--- src/design/tak_pkg.sv ---
// Shared widths and transfer types for the tilt angle Kalman filter.
package tak_pkg;

    localparam int FRAC      = 24;
    localparam int CFG_W     = 32;
    localparam int CFG_IDX_W = 2;
    localparam int MEAS_W    = 24;
    localparam int GYRO_W    = 28;
    localparam int ANG_W     = 32;
    localparam int COV_W     = 40;
    localparam int GAIN_W    = 32;
    localparam int ERR_W     = ANG_W + 1;
    localparam int DEN_W     = COV_W + 1;
    localparam int MUL_A_W   = COV_W + 2;
    localparam int MUL_B_W   = CFG_W + 1;
    localparam int MUL_P_W   = 52;
    localparam int MUL_DIG_W = 11;
    localparam int MUL_NDIG  = (MUL_B_W + MUL_DIG_W - 1) / MUL_DIG_W;
    localparam int MUL_BD_W  = MUL_NDIG * MUL_DIG_W;
    localparam int SUM_W     = MUL_P_W + 2;

    typedef struct packed {
        logic signed [MEAS_W-1:0] angle_measured;
        logic signed [GYRO_W-1:0] gyro_rate;
    } t_in_item;

    typedef struct packed {
        logic signed [ANG_W-1:0] angle_estimate;
        logic signed [ANG_W-1:0] rate_estimate;
    } t_out_item;

endpackage

--- src/design/tilt_angle_kalman_filter.sv ---
// Two-state angle/gyro-bias Kalman filter, sequenced over a shared multiplier and divider.
//
//  channel  dir  handshake                  payload
//  -------  ---  -------------------------  -----------------------------------------
//  input    in   i_in_valid / o_in_stall    i_in_data  (angle_measured, gyro_rate)
//  output   out  o_out_valid / i_out_stall  o_out_data (angle_estimate, rate_estimate)
//  config   in   i_cfg_we                   i_cfg_idx, i_cfg_data
//
//  An item runs ten multiplies on the shared digit-serial multiplier and two gains
//  on the bit-serial divider, one at a time; a saturated gain or a zero denominator
//  ends its division early.
//  o_in_stall is high from the input transfer until the result is loaded.
//  The result register lets the next item in while the last result waits.
//  Reset is synchronous: control, config and estimate registers go to their defaults, covariance to identity.
module tilt_angle_kalman_filter (
    input  logic                              i_clk,
    input  logic                              i_rst_n,
    input  logic                              i_cfg_we,
    input  logic [tak_pkg::CFG_IDX_W-1:0]     i_cfg_idx,
    input  logic [tak_pkg::CFG_W-1:0]         i_cfg_data,
    input  logic                              i_in_valid,
    output logic                              o_in_stall,
    input  tak_pkg::t_in_item                 i_in_data,
    output logic                              o_out_valid,
    input  logic                              i_out_stall,
    output tak_pkg::t_out_item                o_out_data
);
    import tak_pkg::*;

    typedef enum logic [CFG_IDX_W-1:0] {
        CFG_ANGLE_NOISE = 2'd0,
        CFG_BIAS_NOISE  = 2'd1,
        CFG_MEAS_NOISE  = 2'd2,
        CFG_TIME_STEP   = 2'd3
    } t_cfg_idx;

    typedef enum logic [3:0] {
        S_IDLE, S_M_RATE, S_M_D0, S_M_D12, S_M_BQ, S_D_K0, S_D_K1,
        S_C_00, S_C_01, S_C_10, S_C_11, S_C_ANG, S_C_BIAS, S_OUT
    } t_state;

    localparam logic [CFG_W-1:0] RST_ANGLE_NOISE = CFG_W'(16777);
    localparam logic [CFG_W-1:0] RST_BIAS_NOISE  = CFG_W'(50332);
    localparam logic [CFG_W-1:0] RST_MEAS_NOISE  = CFG_W'(8388608);
    localparam logic [CFG_W-1:0] RST_TIME_STEP   = CFG_W'(33554);
    localparam logic signed [COV_W-1:0] P_ONE    = COV_W'(1) << FRAC;

    localparam logic signed [SUM_W-1:0] S32_MAX = SUM_W'(64'sd2147483647);
    localparam logic signed [SUM_W-1:0] S32_MIN = SUM_W'(-64'sd2147483648);
    localparam logic signed [SUM_W-1:0] S40_MAX = SUM_W'(64'sd549755813887);
    localparam logic signed [SUM_W-1:0] S40_MIN = SUM_W'(-64'sd549755813888);

    function automatic logic signed [ANG_W-1:0] sat32(input logic signed [SUM_W-1:0] v);
        logic signed [ANG_W-1:0] r;
        priority if (v > S32_MAX) r = {1'b0, {(ANG_W-1){1'b1}}};
        else if (v < S32_MIN)     r = {1'b1, {(ANG_W-1){1'b0}}};
        else                      r = v[ANG_W-1:0];
        return r;
    endfunction

    function automatic logic signed [COV_W-1:0] sat40(input logic signed [SUM_W-1:0] v);
        logic signed [COV_W-1:0] r;
        priority if (v > S40_MAX) r = {1'b0, {(COV_W-1){1'b1}}};
        else if (v < S40_MIN)     r = {1'b1, {(COV_W-1){1'b0}}};
        else                      r = v[COV_W-1:0];
        return r;
    endfunction

    t_state                      r_state;
    logic                        r_issued;
    logic [CFG_W-1:0]            r_apn;
    logic [CFG_W-1:0]            r_bpn;
    logic [CFG_W-1:0]            r_mn;
    logic [CFG_W-1:0]            r_dt;
    t_in_item                    r_in;
    logic signed [ANG_W-1:0]     r_angle;
    logic signed [ANG_W-1:0]     r_bias;
    logic signed [COV_W-1:0]     r_p00;
    logic signed [COV_W-1:0]     r_p01;
    logic signed [COV_W-1:0]     r_p10;
    logic signed [COV_W-1:0]     r_p11;
    logic signed [COV_W-1:0]     r_t0;
    logic signed [COV_W-1:0]     r_t1;
    logic signed [ERR_W-1:0]     r_err;
    logic signed [GAIN_W-1:0]    r_k0;
    logic signed [GAIN_W-1:0]    r_k1;
    logic                        r_out_valid;
    t_out_item                   r_out;

    t_state                      w_next;
    logic                        w_is_div;
    logic                        w_is_cov_fix;
    logic                        w_mul_start;
    logic                        w_div_start;
    logic                        w_mul_done;
    logic                        w_div_done;
    logic                        w_unit_done;
    logic signed [MUL_A_W-1:0]   w_a;
    logic signed [MUL_B_W-1:0]   w_b;
    logic signed [MUL_P_W-1:0]   w_mul_p;
    logic signed [GAIN_W-1:0]    w_gain;
    logic signed [COV_W-1:0]     w_num;
    logic signed [DEN_W-1:0]     w_den;
    logic signed [ANG_W-1:0]     w_rate;
    logic signed [MUL_A_W-1:0]   w_d0;
    logic signed [MUL_B_W-1:0]   w_dt;
    logic signed [SUM_W-1:0]     w_base;
    logic signed [SUM_W-1:0]     w_addend;
    logic signed [SUM_W-1:0]     w_sum;
    logic signed [SUM_W-1:0]     w_sum10;

    assign o_in_stall  = (r_state != S_IDLE);
    assign o_out_valid = r_out_valid;
    assign o_out_data  = r_out;

    assign w_is_div     = (r_state == S_D_K0) || (r_state == S_D_K1);
    assign w_is_cov_fix = (r_state == S_C_00) || (r_state == S_C_01) ||
                          (r_state == S_C_10) || (r_state == S_C_11);
    assign w_mul_start  = !r_issued && o_in_stall && (r_state != S_OUT) && !w_is_div;
    assign w_div_start  = !r_issued && w_is_div;
    assign w_unit_done  = w_is_div ? w_div_done : w_mul_done;

    assign w_rate = sat32(SUM_W'(r_in.gyro_rate) - SUM_W'(r_bias));
    assign w_d0   = {{(MUL_A_W-CFG_W){1'b0}}, r_apn} - MUL_A_W'(r_p01) - MUL_A_W'(r_p10);
    assign w_dt   = {{(MUL_B_W-CFG_W){1'b0}}, r_dt};
    assign w_num  = (r_state == S_D_K1) ? r_p10 : r_p00;
    assign w_den  = DEN_W'({1'b0, r_mn}) + DEN_W'(r_p00);

    always_comb begin
        unique case (r_state)
            S_M_RATE: begin w_a = MUL_A_W'(w_rate);                        w_b = w_dt;  end
            S_M_D0:   begin w_a = w_d0;                                    w_b = w_dt;  end
            S_M_D12:  begin w_a = -MUL_A_W'(r_p11);                        w_b = w_dt;  end
            S_M_BQ:   begin w_a = {{(MUL_A_W-CFG_W){1'b0}}, r_bpn};        w_b = w_dt;  end
            S_C_00:   begin w_a = MUL_A_W'(r_t0);  w_b = MUL_B_W'(r_k0); end
            S_C_01:   begin w_a = MUL_A_W'(r_t1);  w_b = MUL_B_W'(r_k0); end
            S_C_10:   begin w_a = MUL_A_W'(r_t0);  w_b = MUL_B_W'(r_k1); end
            S_C_11:   begin w_a = MUL_A_W'(r_t1);  w_b = MUL_B_W'(r_k1); end
            S_C_ANG:  begin w_a = MUL_A_W'(r_err); w_b = MUL_B_W'(r_k0); end
            S_C_BIAS: begin w_a = MUL_A_W'(r_err); w_b = MUL_B_W'(r_k1); end
            default:  begin w_a = '0;              w_b = '0;             end
        endcase
    end

    always_comb begin
        unique case (r_state)
            S_M_RATE, S_C_ANG: w_base = SUM_W'(r_angle);
            S_C_BIAS:          w_base = SUM_W'(r_bias);
            S_M_D0, S_C_00:    w_base = SUM_W'(r_p00);
            S_M_D12, S_C_01:   w_base = SUM_W'(r_p01);
            S_M_BQ, S_C_11:    w_base = SUM_W'(r_p11);
            default:           w_base = SUM_W'(r_p10);
        endcase
    end

    assign w_addend = w_is_cov_fix ? -SUM_W'(w_mul_p) : SUM_W'(w_mul_p);
    assign w_sum    = w_base + w_addend;
    assign w_sum10  = SUM_W'(r_p10) + w_addend;

    always_comb begin
        unique case (r_state)
            S_M_RATE: w_next = S_M_D0;
            S_M_D0:   w_next = S_M_D12;
            S_M_D12:  w_next = S_M_BQ;
            S_M_BQ:   w_next = S_D_K0;
            S_D_K0:   w_next = S_D_K1;
            S_D_K1:   w_next = S_C_00;
            S_C_00:   w_next = S_C_01;
            S_C_01:   w_next = S_C_10;
            S_C_10:   w_next = S_C_11;
            S_C_11:   w_next = S_C_ANG;
            S_C_ANG:  w_next = S_C_BIAS;
            S_C_BIAS: w_next = S_OUT;
            default:  w_next = S_IDLE;
        endcase
    end

    tak_mul u_mul (
        .i_clk   (i_clk),
        .i_rst_n (i_rst_n),
        .i_start (w_mul_start),
        .i_a     (w_a),
        .i_b     (w_b),
        .o_done  (w_mul_done),
        .o_p     (w_mul_p)
    );

    tak_div u_div (
        .i_clk   (i_clk),
        .i_rst_n (i_rst_n),
        .i_start (w_div_start),
        .i_num   (w_num),
        .i_den   (w_den),
        .o_done  (w_div_done),
        .o_gain  (w_gain)
    );

    always_ff @(posedge i_clk) begin
        if (!i_rst_n) begin
            r_state     <= S_IDLE;
            r_issued    <= 1'b0;
            r_out_valid <= 1'b0;
            r_apn       <= RST_ANGLE_NOISE;
            r_bpn       <= RST_BIAS_NOISE;
            r_mn        <= RST_MEAS_NOISE;
            r_dt        <= RST_TIME_STEP;
            r_angle     <= '0;
            r_bias      <= '0;
            r_p00       <= P_ONE;
            r_p01       <= '0;
            r_p10       <= '0;
            r_p11       <= P_ONE;
        end else begin
            if (i_cfg_we) begin
                unique case (t_cfg_idx'(i_cfg_idx))
                    CFG_ANGLE_NOISE: r_apn <= i_cfg_data;
                    CFG_BIAS_NOISE:  r_bpn <= i_cfg_data;
                    CFG_MEAS_NOISE:  r_mn  <= i_cfg_data;
                    CFG_TIME_STEP:   r_dt  <= i_cfg_data;
                endcase
            end

            if (r_out_valid && !i_out_stall && (r_state != S_OUT)) begin
                r_out_valid <= 1'b0;
            end

            unique case (r_state)
                S_IDLE: begin
                    if (i_in_valid) begin
                        r_in    <= i_in_data;
                        r_state <= S_M_RATE;
                    end
                end
                S_OUT: begin
                    if (!r_out_valid || !i_out_stall) begin
                        r_out_valid          <= 1'b1;
                        r_out.angle_estimate <= r_angle;
                        r_out.rate_estimate  <= w_rate;
                        r_state              <= S_IDLE;
                    end
                end
                default: begin
                    if (!r_issued) begin
                        r_issued <= 1'b1;
                        if (r_state == S_D_K0) begin
                            r_err <= ERR_W'(r_in.angle_measured) - ERR_W'(r_angle);
                            r_t0  <= r_p00;
                            r_t1  <= r_p01;
                        end
                    end else if (w_unit_done) begin
                        r_issued <= 1'b0;
                        r_state  <= w_next;
                        unique case (r_state)
                            S_M_RATE, S_C_ANG: r_angle <= sat32(w_sum);
                            S_C_BIAS:          r_bias  <= sat32(w_sum);
                            S_M_D0, S_C_00:    r_p00   <= sat40(w_sum);
                            S_C_01:            r_p01   <= sat40(w_sum);
                            S_C_10:            r_p10   <= sat40(w_sum10);
                            S_M_D12: begin
                                r_p01 <= sat40(w_sum);
                                r_p10 <= sat40(w_sum10);
                            end
                            S_M_BQ, S_C_11:    r_p11   <= sat40(w_sum);
                            S_D_K0:            r_k0    <= w_gain;
                            S_D_K1:            r_k1    <= w_gain;
                            default: ;
                        endcase
                    end
                end
            endcase
        end
    end

endmodule

--- src/design/tak_mul.sv ---
// Multi-cycle signed multiplier with Q.24 round-half-up, one 11-bit digit per cycle.
module tak_mul (
    input  logic                                i_clk,
    input  logic                                i_rst_n,
    input  logic                                i_start,
    input  logic signed [tak_pkg::MUL_A_W-1:0]  i_a,
    input  logic signed [tak_pkg::MUL_B_W-1:0]  i_b,
    output logic                                o_done,
    output logic signed [tak_pkg::MUL_P_W-1:0]  o_p
);
    import tak_pkg::*;

    localparam int ACC_W = FRAC + MUL_P_W;
    localparam int CNT_W = $clog2(MUL_NDIG);
    localparam logic [CNT_W-1:0] CNT_LAST = CNT_W'(MUL_NDIG - 1);
    localparam logic signed [ACC_W-1:0] RND = ACC_W'(1) << (FRAC - 1);

    typedef enum logic [1:0] {M_IDLE, M_ACC, M_RND} t_mstate;

    t_mstate                          r_state;
    logic [CNT_W-1:0]                 r_cnt;
    logic [MUL_A_W-1:0]               r_amag;
    logic [MUL_BD_W-1:0]              r_bmag;
    logic                             r_neg;
    logic signed [ACC_W-1:0]          r_acc;
    logic                             r_done;
    logic signed [MUL_P_W-1:0]        r_p;
    logic [MUL_A_W+MUL_DIG_W-1:0]     w_pp;
    logic signed [ACC_W-1:0]          w_ppx;
    logic signed [ACC_W-1:0]          w_acc_nx;
    logic signed [ACC_W-1:0]          w_rnd;

    assign w_pp     = r_amag * r_bmag[MUL_BD_W-1 -: MUL_DIG_W];
    assign w_ppx    = r_neg ? -ACC_W'(w_pp) : ACC_W'(w_pp);
    assign w_acc_nx = (r_acc <<< MUL_DIG_W) + w_ppx;
    assign w_rnd    = r_acc + RND;
    assign o_done   = r_done;
    assign o_p      = r_p;

    always_ff @(posedge i_clk) begin
        if (!i_rst_n) begin
            r_state <= M_IDLE;
            r_done  <= 1'b0;
        end else begin
            r_done <= 1'b0;
            unique case (r_state)
                M_IDLE: begin
                    if (i_start) begin
                        r_amag  <= i_a[MUL_A_W-1] ? -i_a : i_a;
                        r_bmag  <= MUL_BD_W'($unsigned(i_b[MUL_B_W-1] ? -i_b : i_b));
                        r_neg   <= i_a[MUL_A_W-1] ^ i_b[MUL_B_W-1];
                        r_acc   <= '0;
                        r_cnt   <= '0;
                        r_state <= M_ACC;
                    end
                end
                M_ACC: begin
                    r_acc  <= w_acc_nx;
                    r_bmag <= r_bmag << MUL_DIG_W;
                    if (r_cnt == CNT_LAST) begin
                        r_state <= M_RND;
                    end else begin
                        r_cnt <= r_cnt + 1'b1;
                    end
                end
                M_RND: begin
                    r_p     <= w_rnd[ACC_W-1 -: MUL_P_W];
                    r_done  <= 1'b1;
                    r_state <= M_IDLE;
                end
                default: r_state <= M_IDLE;
            endcase
        end
    end

endmodule

--- src/design/tak_div.sv ---
// Restoring divider for the Q8.24 gain: rounded, signed and saturated, one bit per cycle.
module tak_div (
    input  logic                               i_clk,
    input  logic                               i_rst_n,
    input  logic                               i_start,
    input  logic signed [tak_pkg::COV_W-1:0]   i_num,
    input  logic signed [tak_pkg::DEN_W-1:0]   i_den,
    output logic                               o_done,
    output logic signed [tak_pkg::GAIN_W-1:0]  o_gain
);
    import tak_pkg::*;

    localparam int N_W   = COV_W + FRAC + 1;
    localparam int CNT_W = $clog2(GAIN_W);
    localparam logic [GAIN_W-1:0] Q_HALF = {1'b1, {(GAIN_W-1){1'b0}}};
    localparam logic signed [GAIN_W-1:0] G_MAX = {1'b0, {(GAIN_W-1){1'b1}}};
    localparam logic signed [GAIN_W-1:0] G_MIN = {1'b1, {(GAIN_W-1){1'b0}}};

    typedef enum logic [1:0] {D_IDLE, D_CHECK, D_ITER, D_FINAL} t_dstate;

    t_dstate                    r_state;
    logic [CNT_W-1:0]           r_cnt;
    logic [DEN_W-1:0]           r_d;
    logic [DEN_W-1:0]           r_rem;
    logic [GAIN_W-1:0]          r_lo;
    logic [GAIN_W-1:0]          r_q;
    logic                       r_neg;
    logic                       r_sat;
    logic                       r_zero;
    logic                       r_done;
    logic signed [GAIN_W-1:0]   r_gain;
    logic [COV_W-1:0]           w_nmag;
    logic [DEN_W-1:0]           w_dmag;
    logic [N_W-1:0]             w_n;
    logic [DEN_W:0]             w_trial;
    logic [DEN_W:0]             w_diff;
    logic                       w_ge;
    logic signed [GAIN_W-1:0]   w_gain;

    assign w_nmag  = i_num[COV_W-1] ? -i_num : i_num;
    assign w_dmag  = i_den[DEN_W-1] ? -i_den : i_den;
    assign w_n     = {1'b0, w_nmag, {FRAC{1'b0}}} + N_W'(w_dmag >> 1);
    assign w_trial = {r_rem, r_lo[GAIN_W-1]};
    assign w_diff  = w_trial - {1'b0, r_d};
    assign w_ge    = w_trial >= {1'b0, r_d};
    assign o_done  = r_done;
    assign o_gain  = r_gain;

    always_comb begin
        priority if (r_zero) begin
            w_gain = '0;
        end else if (r_neg) begin
            w_gain = (r_sat || r_q > Q_HALF) ? G_MIN : $signed(~r_q + 1'b1);
        end else begin
            w_gain = (r_sat || r_q[GAIN_W-1]) ? G_MAX : $signed(r_q);
        end
    end

    always_ff @(posedge i_clk) begin
        if (!i_rst_n) begin
            r_state <= D_IDLE;
            r_done  <= 1'b0;
        end else begin
            r_done <= 1'b0;
            unique case (r_state)
                D_IDLE: begin
                    if (i_start) begin
                        r_d    <= w_dmag;
                        r_rem  <= DEN_W'(w_n[N_W-1:GAIN_W]);
                        r_lo   <= w_n[GAIN_W-1:0];
                        r_q    <= '0;
                        r_neg  <= i_num[COV_W-1] ^ i_den[DEN_W-1];
                        r_sat  <= 1'b0;
                        r_zero <= (i_den == '0);
                        r_cnt  <= CNT_W'(GAIN_W - 1);
                        r_state <= (i_den == '0) ? D_FINAL : D_CHECK;
                    end
                end
                D_CHECK: begin
                    if (r_rem >= r_d) begin
                        r_sat   <= 1'b1;
                        r_state <= D_FINAL;
                    end else begin
                        r_state <= D_ITER;
                    end
                end
                D_ITER: begin
                    r_rem <= w_ge ? w_diff[DEN_W-1:0] : w_trial[DEN_W-1:0];
                    r_q   <= {r_q[GAIN_W-2:0], w_ge};
                    r_lo  <= r_lo << 1;
                    if (r_cnt == '0) begin
                        r_state <= D_FINAL;
                    end else begin
                        r_cnt <= r_cnt - 1'b1;
                    end
                end
                D_FINAL: begin
                    r_gain  <= w_gain;
                    r_done  <= 1'b1;
                    r_state <= D_IDLE;
                end
                default: r_state <= D_IDLE;
            endcase
        end
    end

endmodule

--- config.mk ---
export PLATFORM = sky130hd
export DESIGN_NAME = tilt_angle_kalman_filter
export DESIGN_NICKNAME = d
export VERILOG_FILES = /design/src/design/tak_pkg.sv /design/src/design/tilt_angle_kalman_filter.sv /design/src/design/tak_mul.sv /design/src/design/tak_div.sv
export SDC_FILE = /design/constraint.sdc
export NUM_CORES = 2
export LEC_CHECK = 0
export BUFFER_PORTS_ARGS = -buffer_cell sky130_fd_sc_hd__buf_2
export CAP_MARGIN = 25
export CORE_AREA = 10 10 449 342
export DETAILED_ROUTE_END_ITERATION = 7
export DIE_AREA = 0 0 459 352
export PLACE_DENSITY = 0.84
export SYNTH_ARGS = -nofsm -noshare
export SYNTH_HDL_FRONTEND = slang
export SYNTH_SLANG_ARGS = --single-unit
--- constraint.sdc ---
create_clock -name i_clk -period 11.4 [get_ports i_clk]
set_clock_uncertainty 0.05 [all_clocks]
set_input_delay 0.57 -clock i_clk [delete_from_list [all_inputs] [get_ports i_clk]]
set_output_delay 0.57 -clock i_clk [all_outputs]
set_load 0.02 [all_outputs]
==> metrics <==
DR WL/cell=27.6 um; Row Count=121; synth warn=0; setup TNS=0 ns; Remaining DRCs=54; GRT Residual Overflow=0; vias in the first global route=74100; Slew headroom=17.2%; Port Buffers=156; min-delay worst type=primary input to flop; synthesized cell area=0.0862 sq mm; RSZ-0062 raised after global routing=false; most frequent cells in the layout=nand2_1, a21oi_1, inv_1; outcome=finished, violations left; Routed WL=325 mm; Main synth FF type=edfxtp_1; P&R area growth vs syn=9.18%; post-synthesis sequential area ratio=32.4%; Vias=80100; DP HPWL=250 mm; max incr delay on CP=0.55 ns; initial core utilization=59.7%; antenna violations before repair=43; clock-pin slew on the worst setup and hold paths=0.07 ns; most common cell after layout, fill and taps aside=nand2_1; max-cap check violation count=0; Crit. End Element=flop; failing checks=design-rule violations; critical path class=flop to flop; final setup vio count=0; Synth Register Bits=1053; Iteration-0 DRC Markers=13600; Final Hold Viols=0; FF-to-FF setup slack=0.42 ns; largest net degree at the start of global routing=120; Vias/cell=6.80; layout cells sized above 1=7.95%; syn avg cell area=8.87 sq um; Cells after Synth=9722; critical path's top delay family=adder cells; Most common cell on crit path=fa_1; max-slew violations=0; hold_ws=0.0773 ns; Worst-Margin Slew=1.21 ns; routability congestion estimate=1.10; Worst EP required=11.86 ns; clk sink count=1053; fin crit share=96.4%; Buf/Inv on CP=4; Detailed Routing Iterations Pass 1=8; Num CTS Buffers=110; worst skew pair latency=0.79 ns; fin crit period=10.98 ns; die area=0.162 sq mm; Clk Tree Root Cell=clkbuf_16; Antenna Nets Post-Route=0; clock tree buffer depth=3; IO Pins=157; FMAX=91.0 MHz; Worst Setup Start Kind=flop; EDFF count, synth=685; Crit Path Max Fanout=42; Die H=352 um; GRT Util Overall=38.4%; chip width=459 um; total core area=0.144 sq mm; post-synthesis async set-or-reset flop share=0%; CTS tree=done; first-pass GRT wire length=478 mm; synth unique cells=112; fin nets=10800; Slowest cell on crit path=fa_1; CTS H-Tree Depth=3; worst path arrival time=11.45 ns
-- layer usage --
metal,up-vias,global-route usage (%),wire length (um),part of all wire (%)
met2,5877,50.6,123000,38
met4,46,15.2,16700,5.1
met3,978,18.3,56800,18
met5,-,0.905,520,0.16
met1,38400,53.3,128000,39
li1,34800,-,-,-
-- tightest hold or removal path: stages --
cell	delay, ns
buf_2	0.16
nand2_1	0.07
a21oi_1	0.05
-- final timing paths --
check / startpoint / end / cells past startpoint
worst max-delay path: u_mul.r_bmag[31] / u_mul.r_acc[75] / 37
worst min register to register: u_div.o_gain[3] / r_k1[3] / 0
worst min-delay path: i_cfg_data[29] / r_apn[29] / 3
worst max register to register: u_mul.r_bmag[31] / u_mul.r_acc[75] / 37
-- state kept, by name, summed over array words and instances (netlist names), 33 cells and up --
| signal | cells |
|---|---|
| u_div.r_rem | 41 |
| u_div.r_d | 41 |
| u_mul.r_acc | 76 |
| r_p10 | 40 |
| r_t0 | 40 |
| u_mul.r_amag | 42 |
| u_mul.r_bmag | 33 |
| r_p01 | 40 |
| r_p00 | 40 |
| r_t1 | 40 |
| o_out_data | 64 |
| u_mul.o_p | 52 |
| r_p11 | 40 |
| r_in | 52 |
| r_err | 33 |
-- cells in the mapped netlist, drive strengths merged (39+ instances only) --
| cell | number | area share (%) |
|---|---|---|
| nand2b | 120 | 0.87 |
| a22oi | 71 | 0.62 |
| buf | 55 | 0.36 |
| o21bai | 65 | 0.57 |
| o22ai | 48 | 0.35 |
| o211ai | 65 | 0.59 |
| nand4 | 94 | 0.68 |
| xor2 | 257 | 2.6 |
| nor4 | 58 | 0.46 |
| a31oi | 121 | 0.89 |
| a21o | 217 | 1.9 |
| mux2i | 39 | 0.45 |
| nor3 | 162 | 0.94 |
| o31ai | 79 | 0.69 |
| a222oi | 81 | 0.94 |
| a211oi | 61 | 0.53 |
| clkbuf | 442 | 1.9 |
| xnor2 | 436 | 4.4 |
| and3 | 80 | 0.58 |
| and2 | 277 | 2.0 |
| or3 | 76 | 0.55 |
| edfxtp | 685 | 24 |
| nor2 | 598 | 2.6 |
| o21a | 87 | 0.76 |
| nand3 | 188 | 1.1 |
| a221oi | 53 | 0.55 |
| nor2b | 74 | 0.54 |
| dfxtp | 368 | 8.5 |
| nand2 | 1101 | 4.8 |
| inv | 705 | 3.1 |
| or2 | 42 | 0.31 |
| a21oi | 860 | 5.2 |
| fa | 399 | 9.3 |
| o21ai | 650 | 3.8 |
| ha | 532 | 7.7 |
-- cells by family after synthesis --
kind of cell / Yosys count / synth area share (%)
AOI/OAI and AO/OA: 2765 / 20.6
xor gates and xnor gates: 693 / 7.05
muxes: 69 / 0.845
adders and majority gates: 931 / 17.0
DFF: 1053 / 32.4
buffers and inverters: 1204 / 5.37
and+or+nand+nor: 3006 / 16.8
other: 1 / 0.00435
-- layout make-up --
cell class | count | area (sq um)
Inverter | 706 | 2650
Clock inverter | 73 | 870
Clock buffer | 136 | 2970
Multi-Input combinational cell | 7466 | 54100
Fill cell | 11700 | 50300
Timing Repair Buffer | 430 | 3220
Tap cell | 1906 | 2380
Sequential cell | 1053 | 27900
Antenna cell | 20 | 50.0
-- metrics by stage --
stage / util (%) / instances / area [sq um] / setup slack [ns]
detailed placement: 61.8 / 11500 / 89300 / 0.134
global route: 65.2 / 11800 / 94100 / 0.0258
CTS: 64.9 / 11700 / 93700 / 0.106
finish: 65.2 / 11800 / 94100 / 0.416
global placement: 61.7 / 11500 / 89200 / 0.178
floorplan: - / 9723 / 86200 / 1.06
-- what timing repair did --
action,CTS,global route
buffers inserted,0,14
resized for setup,0,26
hold buffers,52,0
endpoints found under the hold margin,52,0
setup endpoints to repair,0,19
Power is not shown: default switching activity piles up to over one toggle a cycle in this logic, so the estimate is an artifact.
